File: src/rtl/core/swt_pkg.sv
package swt_pkg;

    // byte codes
    localparam logic [7:0] CHAR_NUL    = 8'h00;
    localparam logic [7:0] CHAR_NL     = 8'h0A;
    localparam logic [7:0] CHAR_SPACE  = 8'h20;
    localparam logic [7:0] CHAR_LPAREN = 8'h28;
    localparam logic [7:0] CHAR_RPAREN = 8'h29;
    localparam logic [7:0] CHAR_COMMA  = 8'h2C;
    localparam logic [7:0] CHAR_EQUALS = 8'h3D;
    localparam logic [7:0] CHAR_LBRACE = 8'h7B;
    localparam logic [7:0] CHAR_RBRACE = 8'h7D;

    localparam int FIELD_BITS = 16;

    typedef struct packed {
        logic [FIELD_BITS-1:0] token_offset;
        logic [FIELD_BITS-1:0] token_length;
        logic [FIELD_BITS-1:0] line_number;
        logic [FIELD_BITS-1:0] column_number;
        logic                  is_separator;
        logic                  last_of_run;
    } token_t;

    // tokens produced by one byte, in order
    typedef struct packed {
        logic [1:0] count;
        token_t     first;
        token_t     second;
    } push_t;

endpackage

File: src/rtl/core/swt_lexer.sv
module swt_lexer #(
    parameter int POSITION_BITS = 16
) (
    input  logic                clk,
    input  logic                rst_n,
    input  logic                step,
    input  logic [7:0]          text_byte,
    output swt_pkg::push_t      push
);

    localparam logic [POSITION_BITS-1:0] POS_MAX = {POSITION_BITS{1'b1}};
    localparam logic [POSITION_BITS-1:0] POS_ONE = POSITION_BITS'(1);

    logic [POSITION_BITS-1:0] pos_reg,        pos_next;
    logic [POSITION_BITS-1:0] line_reg,       line_next;
    logic [POSITION_BITS-1:0] line_begin_reg, line_begin_next;
    logic                     word_open_reg,  word_open_next;
    logic [POSITION_BITS-1:0] word_begin_reg, word_begin_next;
    logic [POSITION_BITS-1:0] count_reg,      count_next;

    logic                     alnum, sep, space, newline, nul;
    logic                     opening, open_now, word_emit;
    logic [POSITION_BITS-1:0] begin_now, count_now;
    logic [POSITION_BITS-1:0] word_col, sep_col, word_diff, sep_diff;
    swt_pkg::token_t          word_tok, sep_tok;

    always_comb
    begin
        alnum   = (text_byte inside {[8'h30:8'h39], [8'h41:8'h5A], [8'h61:8'h7A]});
        sep     = (text_byte inside {swt_pkg::CHAR_NL, swt_pkg::CHAR_EQUALS,
                                     swt_pkg::CHAR_LPAREN, swt_pkg::CHAR_RPAREN,
                                     swt_pkg::CHAR_LBRACE, swt_pkg::CHAR_RBRACE,
                                     swt_pkg::CHAR_COMMA});
        space   = (text_byte == swt_pkg::CHAR_SPACE);
        newline = (text_byte == swt_pkg::CHAR_NL);
        nul     = (text_byte == swt_pkg::CHAR_NUL);

        opening   = !word_open_reg && alnum;
        open_now  = word_open_reg || opening;
        begin_now = opening ? pos_reg : word_begin_reg;
        count_now = opening ? '0 : count_reg;
        word_emit = (sep || space) && open_now && (count_now != '0);

        // column is offset - line start + 1, saturating; 1 before the line start
        word_diff = begin_now - line_begin_reg;
        sep_diff  = pos_reg - line_begin_reg;
        if (begin_now < line_begin_reg)
            word_col = POS_ONE;
        else
            word_col = (word_diff == POS_MAX) ? POS_MAX : word_diff + POS_ONE;
        if (pos_reg < line_begin_reg)
            sep_col = POS_ONE;
        else
            sep_col = (sep_diff == POS_MAX) ? POS_MAX : sep_diff + POS_ONE;

        word_tok.token_offset  = swt_pkg::FIELD_BITS'(begin_now);
        word_tok.token_length  = swt_pkg::FIELD_BITS'(count_now);
        word_tok.line_number   = swt_pkg::FIELD_BITS'(line_reg);
        word_tok.column_number = swt_pkg::FIELD_BITS'(word_col);
        word_tok.is_separator  = 1'b0;
        word_tok.last_of_run   = !sep;

        sep_tok.token_offset   = swt_pkg::FIELD_BITS'(pos_reg);
        sep_tok.token_length   = swt_pkg::FIELD_BITS'(1);
        sep_tok.line_number    = swt_pkg::FIELD_BITS'(line_reg);
        sep_tok.column_number  = swt_pkg::FIELD_BITS'(sep_col);
        sep_tok.is_separator   = 1'b1;
        sep_tok.last_of_run    = 1'b1;

        push.first  = word_emit ? word_tok : sep_tok;
        push.second = sep_tok;
        if (!step || nul)
            push.count = 2'd0;
        else if (sep)
            push.count = word_emit ? 2'd2 : 2'd1;
        else if (word_emit)
            push.count = 2'd1;
        else
            push.count = 2'd0;

        word_open_next  = open_now && !sep && !word_emit;
        word_begin_next = begin_now;
        count_next      = count_now;
        if (word_open_next && (count_now != POS_MAX))
            count_next = count_now + POS_ONE;
        pos_next        = (pos_reg == POS_MAX) ? POS_MAX : pos_reg + POS_ONE;
        line_begin_next = line_begin_reg;
        line_next       = line_reg;
        if (newline)
        begin
            line_begin_next = pos_next;
            line_next       = (line_reg == POS_MAX) ? POS_MAX : line_reg + POS_ONE;
        end
    end

    always_ff @(posedge clk or negedge rst_n)
    begin
        if (!rst_n)
        begin
            pos_reg        <= '0;
            line_reg       <= POS_ONE;
            line_begin_reg <= '0;
            word_open_reg  <= 1'b0;
            word_begin_reg <= '0;
            count_reg      <= '0;
        end
        else if (step)
        begin
            if (nul)
            begin
                // end of text: drop any open word, start over
                pos_reg        <= '0;
                line_reg       <= POS_ONE;
                line_begin_reg <= '0;
                word_open_reg  <= 1'b0;
                word_begin_reg <= '0;
                count_reg      <= '0;
            end
            else
            begin
                pos_reg        <= pos_next;
                line_reg       <= line_next;
                line_begin_reg <= line_begin_next;
                word_open_reg  <= word_open_next;
                word_begin_reg <= word_begin_next;
                count_reg      <= count_next;
            end
        end
    end

endmodule

File: src/rtl/core/swt_token_fifo.sv
module swt_token_fifo (
    input  logic            clk,
    input  logic            rst_n,
    input  swt_pkg::push_t  push,
    output logic            room,
    output logic            out_valid,
    input  logic            out_ready,
    output swt_pkg::token_t out_token
);

    localparam int DEPTH    = 4;
    localparam int PTR_BITS = $clog2(DEPTH);
    localparam int CNT_BITS = $clog2(DEPTH + 1);

    swt_pkg::token_t       entry_reg [DEPTH];
    logic [PTR_BITS-1:0]   wr_ptr_reg, wr_ptr_next;
    logic [PTR_BITS-1:0]   rd_ptr_reg, rd_ptr_next;
    logic [CNT_BITS-1:0]   count_reg,  count_next;
    logic                  pop;
    logic [PTR_BITS-1:0]   wr_ptr_plus1;

    always_comb
    begin
        out_valid    = (count_reg != '0);
        out_token    = entry_reg[rd_ptr_reg];
        pop          = out_valid && out_ready;
        // a byte may bring two tokens, so keep two slots free
        room         = (count_reg <= CNT_BITS'(DEPTH - 2));
        wr_ptr_plus1 = wr_ptr_reg + PTR_BITS'(1);
        wr_ptr_next  = wr_ptr_reg + PTR_BITS'(push.count);
        rd_ptr_next  = rd_ptr_reg + PTR_BITS'(pop);
        count_next   = count_reg + CNT_BITS'(push.count) - CNT_BITS'(pop);
    end

    always_ff @(posedge clk)
    begin
        if (push.count != 2'd0)
            entry_reg[wr_ptr_reg] <= push.first;
        if (push.count == 2'd2)
            entry_reg[wr_ptr_plus1] <= push.second;
    end

    always_ff @(posedge clk or negedge rst_n)
    begin
        if (!rst_n)
        begin
            wr_ptr_reg <= '0;
            rd_ptr_reg <= '0;
            count_reg  <= '0;
        end
        else
        begin
            wr_ptr_reg <= wr_ptr_next;
            rd_ptr_reg <= rd_ptr_next;
            count_reg  <= count_next;
        end
    end

endmodule

File: src/rtl/core/separator_word_tokenizer.sv
// Channel   Dir  Payload
// s_*       in   tdata[7:0] = text_byte
// m_*       out  tdata = offset, length, line, column; tuser = is_separator;
//                tlast = last_of_run
//
// One byte is taken per cycle into an input register, unless a held byte
// waits there; once the queue has two free slots the lexer classifies it,
// updates the counters and pushes 0..2 tokens into a four-entry token queue,
// which drives the output directly. A byte that brings two tokens needs two
// output transfers, so the output port sets the sustained rate.
// Reset (rst_n, async) clears counters, open word and queue.
// A request waits in the input register while the queue has fewer than two
// free slots; s_tready does not depend on m_tready combinationally.
module separator_word_tokenizer #(
    parameter int POSITION_BITS = 16
) (
    input  logic        clk,
    input  logic        rst_n,
    input  logic        s_tvalid,
    output logic        s_tready,
    input  logic [7:0]  s_tdata,   // [7:0] text_byte
    output logic        m_tvalid,
    input  logic        m_tready,
    output logic [63:0] m_tdata,   // [15:0] token_offset, [31:16] token_length,
                                   // [47:32] line_number, [63:48] column_number
    output logic [0:0]  m_tuser,   // [0] is_separator
    output logic        m_tlast    // last_of_run
);

    logic            in_valid_reg, in_valid_next;
    logic [7:0]      in_byte_reg;
    logic            room, fire, s_accept;
    swt_pkg::push_t  push;
    swt_pkg::token_t out_token;

    always_comb
    begin
        fire          = in_valid_reg && room;
        s_tready      = !in_valid_reg || fire;
        s_accept      = s_tvalid && s_tready;
        in_valid_next = s_accept || (in_valid_reg && !fire);
    end

    always_ff @(posedge clk or negedge rst_n)
    begin
        if (!rst_n)
            in_valid_reg <= 1'b0;
        else
            in_valid_reg <= in_valid_next;
    end

    always_ff @(posedge clk)
    begin
        if (s_accept)
            in_byte_reg <= s_tdata;
    end

    swt_lexer #(
        .POSITION_BITS (POSITION_BITS)
    ) u_lexer (
        .clk       (clk),
        .rst_n     (rst_n),
        .step      (fire),
        .text_byte (in_byte_reg),
        .push      (push)
    );

    swt_token_fifo u_fifo (
        .clk       (clk),
        .rst_n     (rst_n),
        .push      (push),
        .room      (room),
        .out_valid (m_tvalid),
        .out_ready (m_tready),
        .out_token (out_token)
    );

    assign m_tdata = {out_token.column_number, out_token.line_number,
                      out_token.token_length, out_token.token_offset};
    assign m_tuser = out_token.is_separator;
    assign m_tlast = out_token.last_of_run;

`ifndef NO_ASSERTIONS
    // tokens only appear when a byte is processed
    assert property (@(posedge clk) disable iff (!rst_n)
        (push.count != 2'd0) |-> fire)
        else $error("token pushed without a byte step");

    // a pair is always word then separator, closed by the separator
    assert property (@(posedge clk) disable iff (!rst_n)
        (push.count == 2'd2) |-> (!push.first.is_separator &&
            push.second.is_separator && push.second.last_of_run &&
            !push.first.last_of_run))
        else $error("bad token pair");

    // end of text emits nothing
    assert property (@(posedge clk) disable iff (!rst_n)
        (fire && (in_byte_reg == swt_pkg::CHAR_NUL)) |-> (push.count == 2'd0))
        else $error("token from end-of-text byte");

    // an accepted byte is held for the lexer
    assert property (@(posedge clk) disable iff (!rst_n)
        s_accept |=> in_valid_reg)
        else $error("accepted byte lost");
`endif

endmodule

File: config.mk
export PLATFORM = sky130hd
export DESIGN_NAME = separator_word_tokenizer
export DESIGN_NICKNAME = d
export VERILOG_FILES = /design/src/rtl/core/swt_pkg.sv /design/src/rtl/core/swt_lexer.sv /design/src/rtl/core/swt_token_fifo.sv /design/src/rtl/core/separator_word_tokenizer.sv
export SDC_FILE = /design/constraint.sdc
export NUM_CORES = 1
export LEC_CHECK = 0
export BUFFER_PORTS_ARGS = -buffer_cell sky130_fd_sc_hd__buf_2
export CORE_ASPECT_RATIO = 0.8
export CORE_MARGIN = 2
export CORE_UTILIZATION = 45
export DETAILED_ROUTE_END_ITERATION = 16
export GPL_TIMING_DRIVEN = 0
export PLACE_DENSITY = 0.6
export RECOVER_POWER = 50
export SLEW_MARGIN = 25
export SYNTH_ARGS = -nofsm -noshare
export SYNTH_HDL_FRONTEND = slang
export SYNTH_SLANG_ARGS = --single-unit
File: constraint.sdc
create_clock -name clk -period 7.34 [get_ports clk]
set_input_delay 0.367 -clock clk [delete_from_list [all_inputs] [get_ports clk]]
set_output_delay 0.367 -clock clk [all_outputs]
set_load 0.01 [all_outputs]
==> results.py, run 1 <==
metrics = {
    "worst_setup_path": {
        "crit_path_end_kind": "flip-flop",
        "critPathArrivalTime_ns": 7.12,
        "critPathLaunchType": "flip-flop",
        "reg2reg_depth": 20,
        "crit_type": "flip-flop to flip-flop",
        "worst-path-max-fanout": 11,
        "cp_data_required_time_ns": 7.76,
    },
    "timing": {
        "slew_headroom": -0.877,
        "fin_ws_ns": 0.637,
        "clock-skew-final_ns": 0.0180,
        "hold_violations": 0,
        "finalCritPeriodShare": 0.913,
        "maxSlewViolCount": 92,
        "tns_ns": 0,
        "fin_hold_ws_ns": 0.348,
        "timing.fmax_ghz": 0.149,
        "setup_viol": 0,
        "rsz0062_at_grt": "no",
        "finalCriticalPeriod_ns": 6.70,
        "worst_pin_slew_ns": 2.82,
    },
    "routing": {
        "totalWireLength_um": 59200,
        "detailroute.via_count": 15500,
        "met1_length_um": 26500,
        "drtIter0Drc": 1700,
        "postRouteAntennaNets": 0,
        "drc": 0,
        "highest_layer": "met4",
        "wl_met3_um": 4450,
        "wl_met2_um": 26900,
        "wire_per_inst_um": 23.6,
        "avgViaCountPerCell": 6.18,
        "drtPass1Iterations": 5,
    },
    "placement": {
        "dp.cells": 2424,
        "pre_cts_slack_ns": 0.975,
        "portBuffers": 79,
        "gp_congestion": 0.895,
        "placed_area_um2": 20700,
        "dpl.hpwl_um": 42100,
    },
    "grt": {
        "grtUsageTotal": 0.264,
        "antenna_found_initial": 0,
        "grt_start_max_net_pins": 47,
        "grt_pass1_wl_um": 90600,
        "grt_pass1_vias": 15100,
        "overflow": 0,
    },
    "yosys": {
        "ys_ff_latch": 361,
        "syn_nets": 1840,
        "synth_async_sr_flop_share": 0.247,
        "synth_flop_cell": "edfxtp_1",
        "synth_common_cells": "edfxtp_1 (200), o21ai_0 (160), nand2_1 (145)",
        "yosys_warnings": 0,
        "synth_cell_type_count": 104,
        "syn_area_um2": 19400,
        "yosys.area.top_type": "edfxtp_1",
        "yosysMostFrequentCell": "edfxtp_1",
        "syn_avg_cell_area_um2": 10.9,
        "synth-edff-count": 200,
        "syn_inst": 1780,
        "seq_area_frac_synth": 0.499,
        "synth_top_area_share": 0.309,
        "ys_top_cells_by_area": "edfxtp_1 (31%), dfrtp_1 (11%), mux4_2 (7.7%)",
    },
    "clock_tree": {
        "cts_buffer_depth": 3,
        "cts_tree": "yes",
        "cts_root_buf": "clkbuf_16",
        "cts-htree-levels": 2,
        "cts.sinks": 361,
        "insertion_delay_ns": 0.57,
        "cts_repair_resize_count": 0,
        "cts_hold_buf": 9,
        "cts_made_buffers": 39,
        "cts_setup_buffers": 0,
        "cts.clk_slew.worst_paths_ns": 0.06,
    },
    "die": {
        "coreArea_um2": 42900,
        "die_h_um": 190,
        "row_count": 68,
        "start_util": 0.453,
        "die-width_um": 236,
        "io_pins": 80,
        "dieArea_um2": 44800,
    },
    "pwr": {
        "power.density_nw_per_um2": 331,
        "power.total_mw": 7.21,
        "ir_drop_mv": 0.152,
        "p_leak_nw": 8.16,
    },
    "layout": {
        "fin_cells": 2505,
        "postLayoutCoreUtil": 0.508,
        "largest_register_ffs": 264,
        "area_delta_synth_final_pct": 12.3,
        "n_antenna_cell": 0,
        "layout.nets": 1975,
        "fin_area_um2": 21800,
        "layout-drive-gt1-share": 0.116,
    },
    "outcome": {
        "failed_checks": "max-capacitance violations, max-slew violations",
        "status": "finished with violations",
    },
    "min_path": {
        "worstHoldPathType": "primary input to flip-flop",
        "min_path_cells": 3,
    },
    "run": {
        "cap_violations": 2,
    },
}
-- cell families (layout without fill, tap and decap cells) --
logic type,count (synthesis),in the layout,synth area share
fa+ha+maj,49,49,0.0326
mux,71,71,0.0792
simple gates,521,521,0.137
compound gates,540,540,0.187
flops,361,361,0.499
buf+inv,179,344,0.0380
xor+xnor,59,59,0.0270
-- power by group --
| group | leakage [nW] | switching (mW) | internal [mW] |
|---|---|---|---|
| Clock | 0.579 | 0.831 | 1.05 |
| Combinational | 3.81 | 1.94 | 1.10 |
| Sequential | 3.77 | 0.0730 | 2.22 |
-- final cells by class --
type                            instances  area (um2)
Tap cell                              560         701
Clock inverter                         10        63.8
Clock buffer                           61        1120
Inverter                               53         199
Multi-Input combinational cell       1240        8980
Sequential cell                       361        9680
Buffer                                126         536
Fill cell                            3933       21100
Timing Repair Buffer                   94         520
-- worst max-delay path, stage by stage, from the launching register on --
cell and delay [ns]:
edfxtp_1 0.49, or4_1 0.58, o221ai_2 0.21, a211o_1 0.16, clkbuf_1 0.47, clkbuf_1 0.47
nand2_1 0.20, ha_1 0.26, nor4b_1 0.15, nand4_1 0.17, nand3b_1 0.20, inv_1 0.15
buf_2 0.26, buf_2 0.28, ha_1 0.20, nand2_1 0.21, nor2_1 0.40, nand3_1 0.51
o21ai_1 0.60, buf_2 0.40, a22o_1 0.20
-- worst paths after layout --
check,end,slack (ns),startpoint
worst max-delay path,u_fifo.entry_reg[0][63],0.64,in_byte_reg[0]
max in group asynchronous,u_lexer.pos_reg[2],2.43,rst_n
worst max register to register,u_fifo.entry_reg[0][63],0.64,in_byte_reg[0]
min in group asynchronous,u_lexer.count_reg[6],1.22,rst_n
worst min register to register,u_fifo.entry_reg[3][41],0.47,u_fifo.entry_reg[3][41]
worst min-delay path,u_fifo.rd_ptr_reg[0],0.35,m_tready
-- metal layers --
| metal | global-route usage | up-vias |
|---|---|---|
| met5 | 0 | - |
| met4 | 0.0633 | 0 |
| met3 | 0.0537 | 83 |
| met2 | 0.416 | 665 |
| met1 | 0.376 | 7678 |
| li1 | - | 7045 |
-- cell usage in the layout, fill, tap and decap left out, types with 14 or more instances in the layout --
master / count
o22ai_1: 66
clkbuf_16: 39
edfxtp_1: 200
clkbuf_1: 164
nand2b_1: 14
inv_1: 53
mux4_2: 66
and3_1: 22
dfxtp_1: 72
nand4_1: 18
buf_2: 42
ha_1: 45
xor2_1: 20
a21oi_1: 91
a22o_1: 98
dfrtp_1: 88
nor2_1: 95
a21o_1: 19
and2_1: 42
xnor2_1: 38
nand3_1: 98
o21ai_0: 160
nand2_1: 141
nor3_1: 20
Power figures use the tool's default switching activity.
==> run 2, diff against run 1 <==
PLACE_DENSITY = 0.63   (was 0.6)
REMOVE_ABC_BUFFERS = 1   (was default)
clock period = 6 ns   (was 7.34 ns; I/O delays follow)
==> run 2 against run 1 <==
  * The run still ends with max-capacitance violations, max-slew violations left
  * Die area unchanged
  * Global-route usage decreased by 2.8 points
  * Via count decreased by 4.3%
  * Clock-buffer cell count fell by 1
  * Sequential share of layout area is 0.31 points higher
  * Register-to-register slack worse by 0.28 ns
  * Maximum frequency rose by 19%
  * Critical path type unchanged
  * Critical endpoint is now u_fifo.entry_reg[1][64]
==> results.py, run 2 (same netlist as run 1, synthesis figures left out) <==
metrics = {
    "outcome": {
        "status": "finished with violations",
        "failed_checks": "max-capacitance violations, max-slew violations",
    },
    "placement": {
        "portBuffers": 79,
        "dp.cells": 2310,
        "dpl.hpwl_um": 35100,
        "gp_congestion": 0.892,
    },
    "grt": {
        "grtUsageTotal": 0.236,
        "busiest_layer": "met2",
        "antenna_found_initial": 0,
        "use_met3": 0.0447,
        "grt_use_met1": 0.349,
        "grt_start_max_net_pins": 49,
        "grt_pass1_vias": 14200,
        "grt_use_met2": 0.363,
        "grt_pass1_wl_um": 82800,
        "overflow": 0,
    },
    "timing": {
        "setup_viol": 0,
        "timing.fmax_ghz": 0.177,
        "finalCriticalPeriod_ns": 5.64,
        "clock-skew-final_ns": 0.0245,
        "worst_pin_slew_ns": 2.88,
        "maxSlewViolCount": 215,
        "slew_headroom": -0.917,
        "finalCritPeriodShare": 0.940,
        "hold_violations": 0,
        "rsz0062_at_grt": "no",
    },
    "pwr": {
        "ir_drop_mv": 0.216,
        "power.density_nw_per_um2": 403,
        "p_leak_nw": 8.06,
        "power.total_mw": 8.72,
    },
    "routing": {
        "postRouteAntennaNets": 0,
        "drtPass1Iterations": 5,
        "wire_per_inst_um": 22.2,
        "totalWireLength_um": 53200,
        "avgViaCountPerCell": 6.19,
        "detailroute.via_count": 14800,
        "drc": 0,
        "drtIter0Drc": 1395,
    },
    "layout": {
        "layout.nets": 1864,
        "layout-drive-gt1-share": 0.128,
        "fin_cells": 2393,
        "final_common_cell": "edfxtp_1",
        "final_cell_mix": "edfxtp_1 (200), o21ai_0 (161), nand2_1 (134)",
        "largest_register_ffs": 264,
        "area_delta_synth_final_pct": 11.5,
        "n_antenna_cell": 0,
        "ff_latch_area_um2": 9680,
        "multi_input_area_um2": 9210,
        "fillCellCount": 3878,
    },
    "worst_setup_path": {
        "worst-path-max-fanout": 34,
        "critPathArrivalTime_ns": 5.86,
        "crit_path_end_kind": "flip-flop",
        "crit_type": "flip-flop to flip-flop",
        "cp_data_required_time_ns": 6.22,
        "critPathLaunchType": "flip-flop",
    },
    "clock_tree": {
        "cts_root_buf": "clkbuf_16",
        "cts_buffer_depth": 3,
        "cts_tree": "yes",
        "cts-htree-levels": 2,
        "cts.clk_slew.worst_paths_ns": 0.06,
        "cts_made_buffers": 38,
        "insertion_delay_ns": 0.55,
        "cts.sinks": 361,
    },
    "run": {
        "cap_violations": 6,
    },
    "die": {
        "die-width_um": 236,
        "row_count": 68,
        "coreArea_um2": 42900,
        "die_h_um": 190,
        "io_pins": 80,
        "start_util": 0.453,
        "dieArea_um2": 44800,
    },
    "min_path": {
        "worstHoldPathType": "primary input to flip-flop",
    },
}
run 2: cell count changes in the layout (fill, tap and decap cells not counted), moves of 4 or more:
cell	previous run	this run
nand2_2	0	4
buf_2	42	16
clkbuf_1	164	83
nand2_1	141	134
nor2_1	95	87
buf_1	10	0
o21ai_4	0	4
o21ai_1	8	4
nor2_4	0	7
buf_12	1	6
run 2: per-layer routing:
layer | wire length (um) | part of all wire
met5 | 0 | 0
met4 | 830 | 0.016
met3 | 3720 | 0.070
met2 | 24000 | 0.45
met1 | 24700 | 0.46
run 2: area by class of cell:
type	count	share of cell area
Sequential cell	361	0.447
Multi-Input combinational cell	1241	0.425
Clock buffer	60	0.0524
Tap cell	560	0.0324
Timing Repair Buffer	108	0.0301
Inverter	53	0.00936
Clock inverter	9	0.00312
Timing Repair inverter	1	0.000231
run 2: worst paths after layout:
check                                        from                        end  slack, ns  depth (start not counted)
max                                in_byte_reg[0]    u_fifo.entry_reg[1][64]       0.36                         16
min                                      m_tready       u_fifo.rd_ptr_reg[0]       0.15                          3
max reg2reg                        in_byte_reg[0]    u_fifo.entry_reg[1][64]       0.36                         16
min reg2reg                u_fifo.entry_reg[3][1]     u_fifo.entry_reg[3][1]       0.47                          2
max in group asynchronous                   rst_n  u_lexer.word_begin_reg[9]       1.39                          3
min in group asynchronous                   rst_n               in_valid_reg       1.11                          2
run 2: repair_timing:
| action | 4_1_cts | 5_1_grt |
|---|---|---|
| gates cloned | 2 | 0 |
| hold endpoints to repair | 49 | 0 |
| endpoints found under the setup margin | 460 | 303 |
| hold buffers | 10 | 0 |
| resized for setup | 6 | 9 |
| pin swaps | 2 | 1 |
| setup buffers | 1 | 1 |
run 2: critical path: stages, from the launching register on:
cell and delay, ns:
edfxtp_1 0.51, or4_1 0.58, o221ai_2 0.23, a211o_4 0.39
and2_0 0.26, inv_1 0.06, ha_1 0.17, nor4b_1 0.14
nand4_1 0.14, nand3b_1 0.22, clkinvlp_4 0.36, ha_1 0.23
nand2_1 0.18, nor2_2 0.50, nand2_2 0.58, nand2_8 0.47
buf_12 0.27
run 2: where the power goes:
group	switching, mW	internal [mW]	total [mW]
Combinational	2.13	1.37	3.50
Sequential	0.220	2.71	2.93
Clock	0.983	1.30	2.29
run 2: stage by stage:
stage	setup TNS, ns	setup WS [ns]	cell area, um2	hold WS (ns)	util
6_report	0	0.357	21600	0.150	0.505
5_1_grt	0	0.0383	21600	0.175	0.505
4_1_cts	-0.671	-0.0439	21800	0.122	0.509
3_5_place_dp	-626.25	-1.77	20500	0.272	0.478
3_3_place_gp	-1186.19	-3.98	20000	0.445	0.466
2_1_floorplan	-102.67	-0.665	18900	0.00441	-
==> run 3, diff against run 2 <==
CORE_MARGIN = 5   (was 2)
==> run 3 against run 2 <==
  * The flow still finishes with violations (max-capacitance violations, max-slew violations)
  * Critical endpoint unchanged
  * Design area about the same
  * Largest cell class unchanged
  * Flip-flop and latch count unchanged
  * Clock skew decreased by 0.0011 ns
  * Total power increased by 0.12%
  * Combinational power about the same
==> results.py, run 3 (same netlist as run 1, synthesis figures left out) <==
metrics = {
    "worst_setup_path": {
        "critPathMaxStageDelay_ns": 0.55,
        "r2r-start": "in_byte_reg[1]",
        "critPathArrivalTime_ns": 5.99,
        "crit_path_end_kind": "flip-flop",
        "cp_data_required_time_ns": 6.23,
        "regToRegSetupSlack_ns": 0.24,
        "path_buf_inv": 3,
        "path_cells": "or4_1 -> o221ai_1 -> a211o_4 -> and2_0 -> inv_1 -> ha_1 -> nor4b_1 -> nand4_1 -> nand3b_1 -> clkinvlp_4 -> ha_1 -> nand2_1 -> nor2_2 -> nand2_4 -> nand2_4 -> buf_12",
        "critPathLaunchType": "flip-flop",
        "r2r-end": "u_fifo.entry_reg[1][64]",
        "worst-path-max-fanout": 34,
        "crit_type": "flip-flop to flip-flop",
        "reg2reg_depth": 16,
        "critPathTopFamily": "simple AND/OR/NAND/NOR gates",
        "cp_slowest_cell": "or4_1",
    },
    "layout": {
        "largest_register_ffs": 264,
        "final_cell_mix": "edfxtp_1 (200), o21ai_0 (160), nand2_1 (135)",
        "fillCellCount": 3869,
        "fin_cells": 2398,
        "final_common_cell": "edfxtp_1",
        "layout-drive-gt1-share": 0.128,
        "fin_area_um2": 21700,
        "area_delta_synth_final_pct": 11.6,
        "n_antenna_cell": 0,
        "layout.nets": 1869,
    },
    "timing": {
        "slew_headroom": -0.824,
        "rsz0062_at_grt": "no",
        "clock-skew-final_ns": 0.0234,
        "finalCriticalPeriod_ns": 5.76,
        "fin_hold_ws_ns": 0.159,
        "setup_viol": 0,
        "finalCritPeriodShare": 0.960,
        "maxSlewViolCount": 162,
        "timing.fmax_ghz": 0.174,
        "hold_violations": 0,
        "worst_pin_slew_ns": 2.74,
    },
    "clock_tree": {
        "cts_tree": "yes",
        "cts_made_buffers": 39,
        "cts.sinks": 361,
        "cts_buffer_depth": 3,
        "cts_root_buf": "clkbuf_16",
        "cts.clk_slew.worst_paths_ns": 0.06,
        "cts-htree-levels": 2,
        "insertion_delay_ns": 0.55,
    },
    "placement": {
        "placed_area_um2": 20500,
        "dpl.hpwl_um": 35900,
        "dp.cells": 2313,
        "portBuffers": 79,
        "gp_congestion": 0.918,
    },
    "die": {
        "dieArea_um2": 47400,
        "io_pins": 80,
        "die_h_um": 196,
        "row_count": 68,
        "die-width_um": 242,
        "coreArea_um2": 42900,
        "start_util": 0.453,
    },
    "pwr": {
        "ir_drop_mv": 0.229,
        "power.density_nw_per_um2": 403,
        "p_leak_nw": 8.06,
    },
    "min_path": {
        "min_path_cells": 3,
        "min-delay-start": "m_tready",
        "worstHoldPathType": "primary input to flip-flop",
        "hold-path-endpoint": "u_fifo.rd_ptr_reg[0]",
    },
    "grt": {
        "grt_pass1_vias": 14500,
        "grtUsageTotal": 0.220,
        "antenna_found_initial": 0,
        "grt_start_max_net_pins": 50,
        "grt_pass1_wl_um": 84000,
        "overflow": 0,
    },
    "routing": {
        "wire_per_inst_um": 22.3,
        "avgViaCountPerCell": 6.24,
        "totalWireLength_um": 53400,
        "detailroute.via_count": 15000,
        "drtIter0Drc": 1591,
        "postRouteAntennaNets": 0,
        "drtPass1Iterations": 6,
        "drc": 0,
    },
    "run": {
        "cap_violations": 4,
    },
    "outcome": {
        "failed_checks": "max-capacitance violations, max-slew violations",
        "status": "finished with violations",
    },
}
## run 3: cell types whose count changed in the layout (fill, tap and decap cells not counted), sizes merged
| cell | before | now |
|---|---|---|
| clkbuf | 130 | 124 |
| buf | 28 | 30 |
| bufinv | 0 | 1 |
| clkinvlp | 2 | 4 |
| clkinv | 9 | 14 |
| inv | 52 | 53 |
## run 3: area by class of cell
class	count	area, um2	area share
sequential	361	9680	0.447
multi-input combinational	1241	9180	0.424
clock buffer	52	1030	0.0478
timing repair buffer	112	722	0.0333
tap	560	701	0.0323
inverter	53	203	0.00936
clock inverter	18	140	0.00647
timing repair inverter	1	5.00	0.000231
## run 3: worst max-delay path by stage
stage	start	depth (start not counted)	slack [ns]	endpoint
floorplan	in_byte_reg[1]	16	-0.67	u_fifo.entry_reg[3][19]
finish	in_byte_reg[1]	16	0.24	u_fifo.entry_reg[1][64]
CTS	in_byte_reg[1]	16	-0.10	u_fifo.entry_reg[2][62]
global placement	in_byte_reg[1]	16	-4.12	u_fifo.entry_reg[3][33]
detailed placement	in_byte_reg[1]	16	-1.92	u_fifo.entry_reg[3][61]
global route	in_byte_reg[1]	17	0.02	u_fifo.entry_reg[2][6]
## run 3: per-stage QoR
step	TNS, ns	worst slack, ns	power [mW]	util
5_1_grt	0	0.0156	9.19	0.505
3_3_place_gp	-1252.34	-4.12	6.51	0.466
6_report	0	0.240	8.73	0.505
2_1_floorplan	-102.67	-0.665	5.40	-
4_1_cts	-5.59	-0.103	8.85	0.509
3_5_place_dp	-610.22	-1.92	6.57	0.478
## run 3: repair_timing
item / in CTS / in global routing
pin swaps: 2 / 2
gates cloned: 2 / 0
buffers inserted: 1 / 2
gates resized for setup: 6 / 11
hold buffers: 10 / 0
endpoints found under the hold margin: 48 / 0
setup endpoints to repair: 459 / 313
## run 3: report_power, final
| group | total, mW | switching, mW | leakage [nW] | internal [mW] |
|---|---|---|---|---|
| combinational | 3.52 | 2.14 | 3.73 | 1.38 |
| sequential | 2.95 | 0.236 | 3.76 | 2.71 |
| clock | 2.26 | 0.997 | 0.570 | 1.26 |
## run 3: per-layer routing
layer | part of all wire | vias up | global-route usage | routed length [um]
li1 | - | 6832 | - | -
met1 | 0.47 | 7464 | 0.333 | 24900
met2 | 0.44 | 602 | 0.331 | 23400
met3 | 0.076 | 75 | 0.0373 | 4080
met4 | 0.019 | 0 | 0.0549 | 1030
met5 | 0 | - | 0 | 0
## run 3: tightest hold or removal path: stages
cell	delay, ns
buf_2	0.07
and2_0	0.15
ha_1	0.14
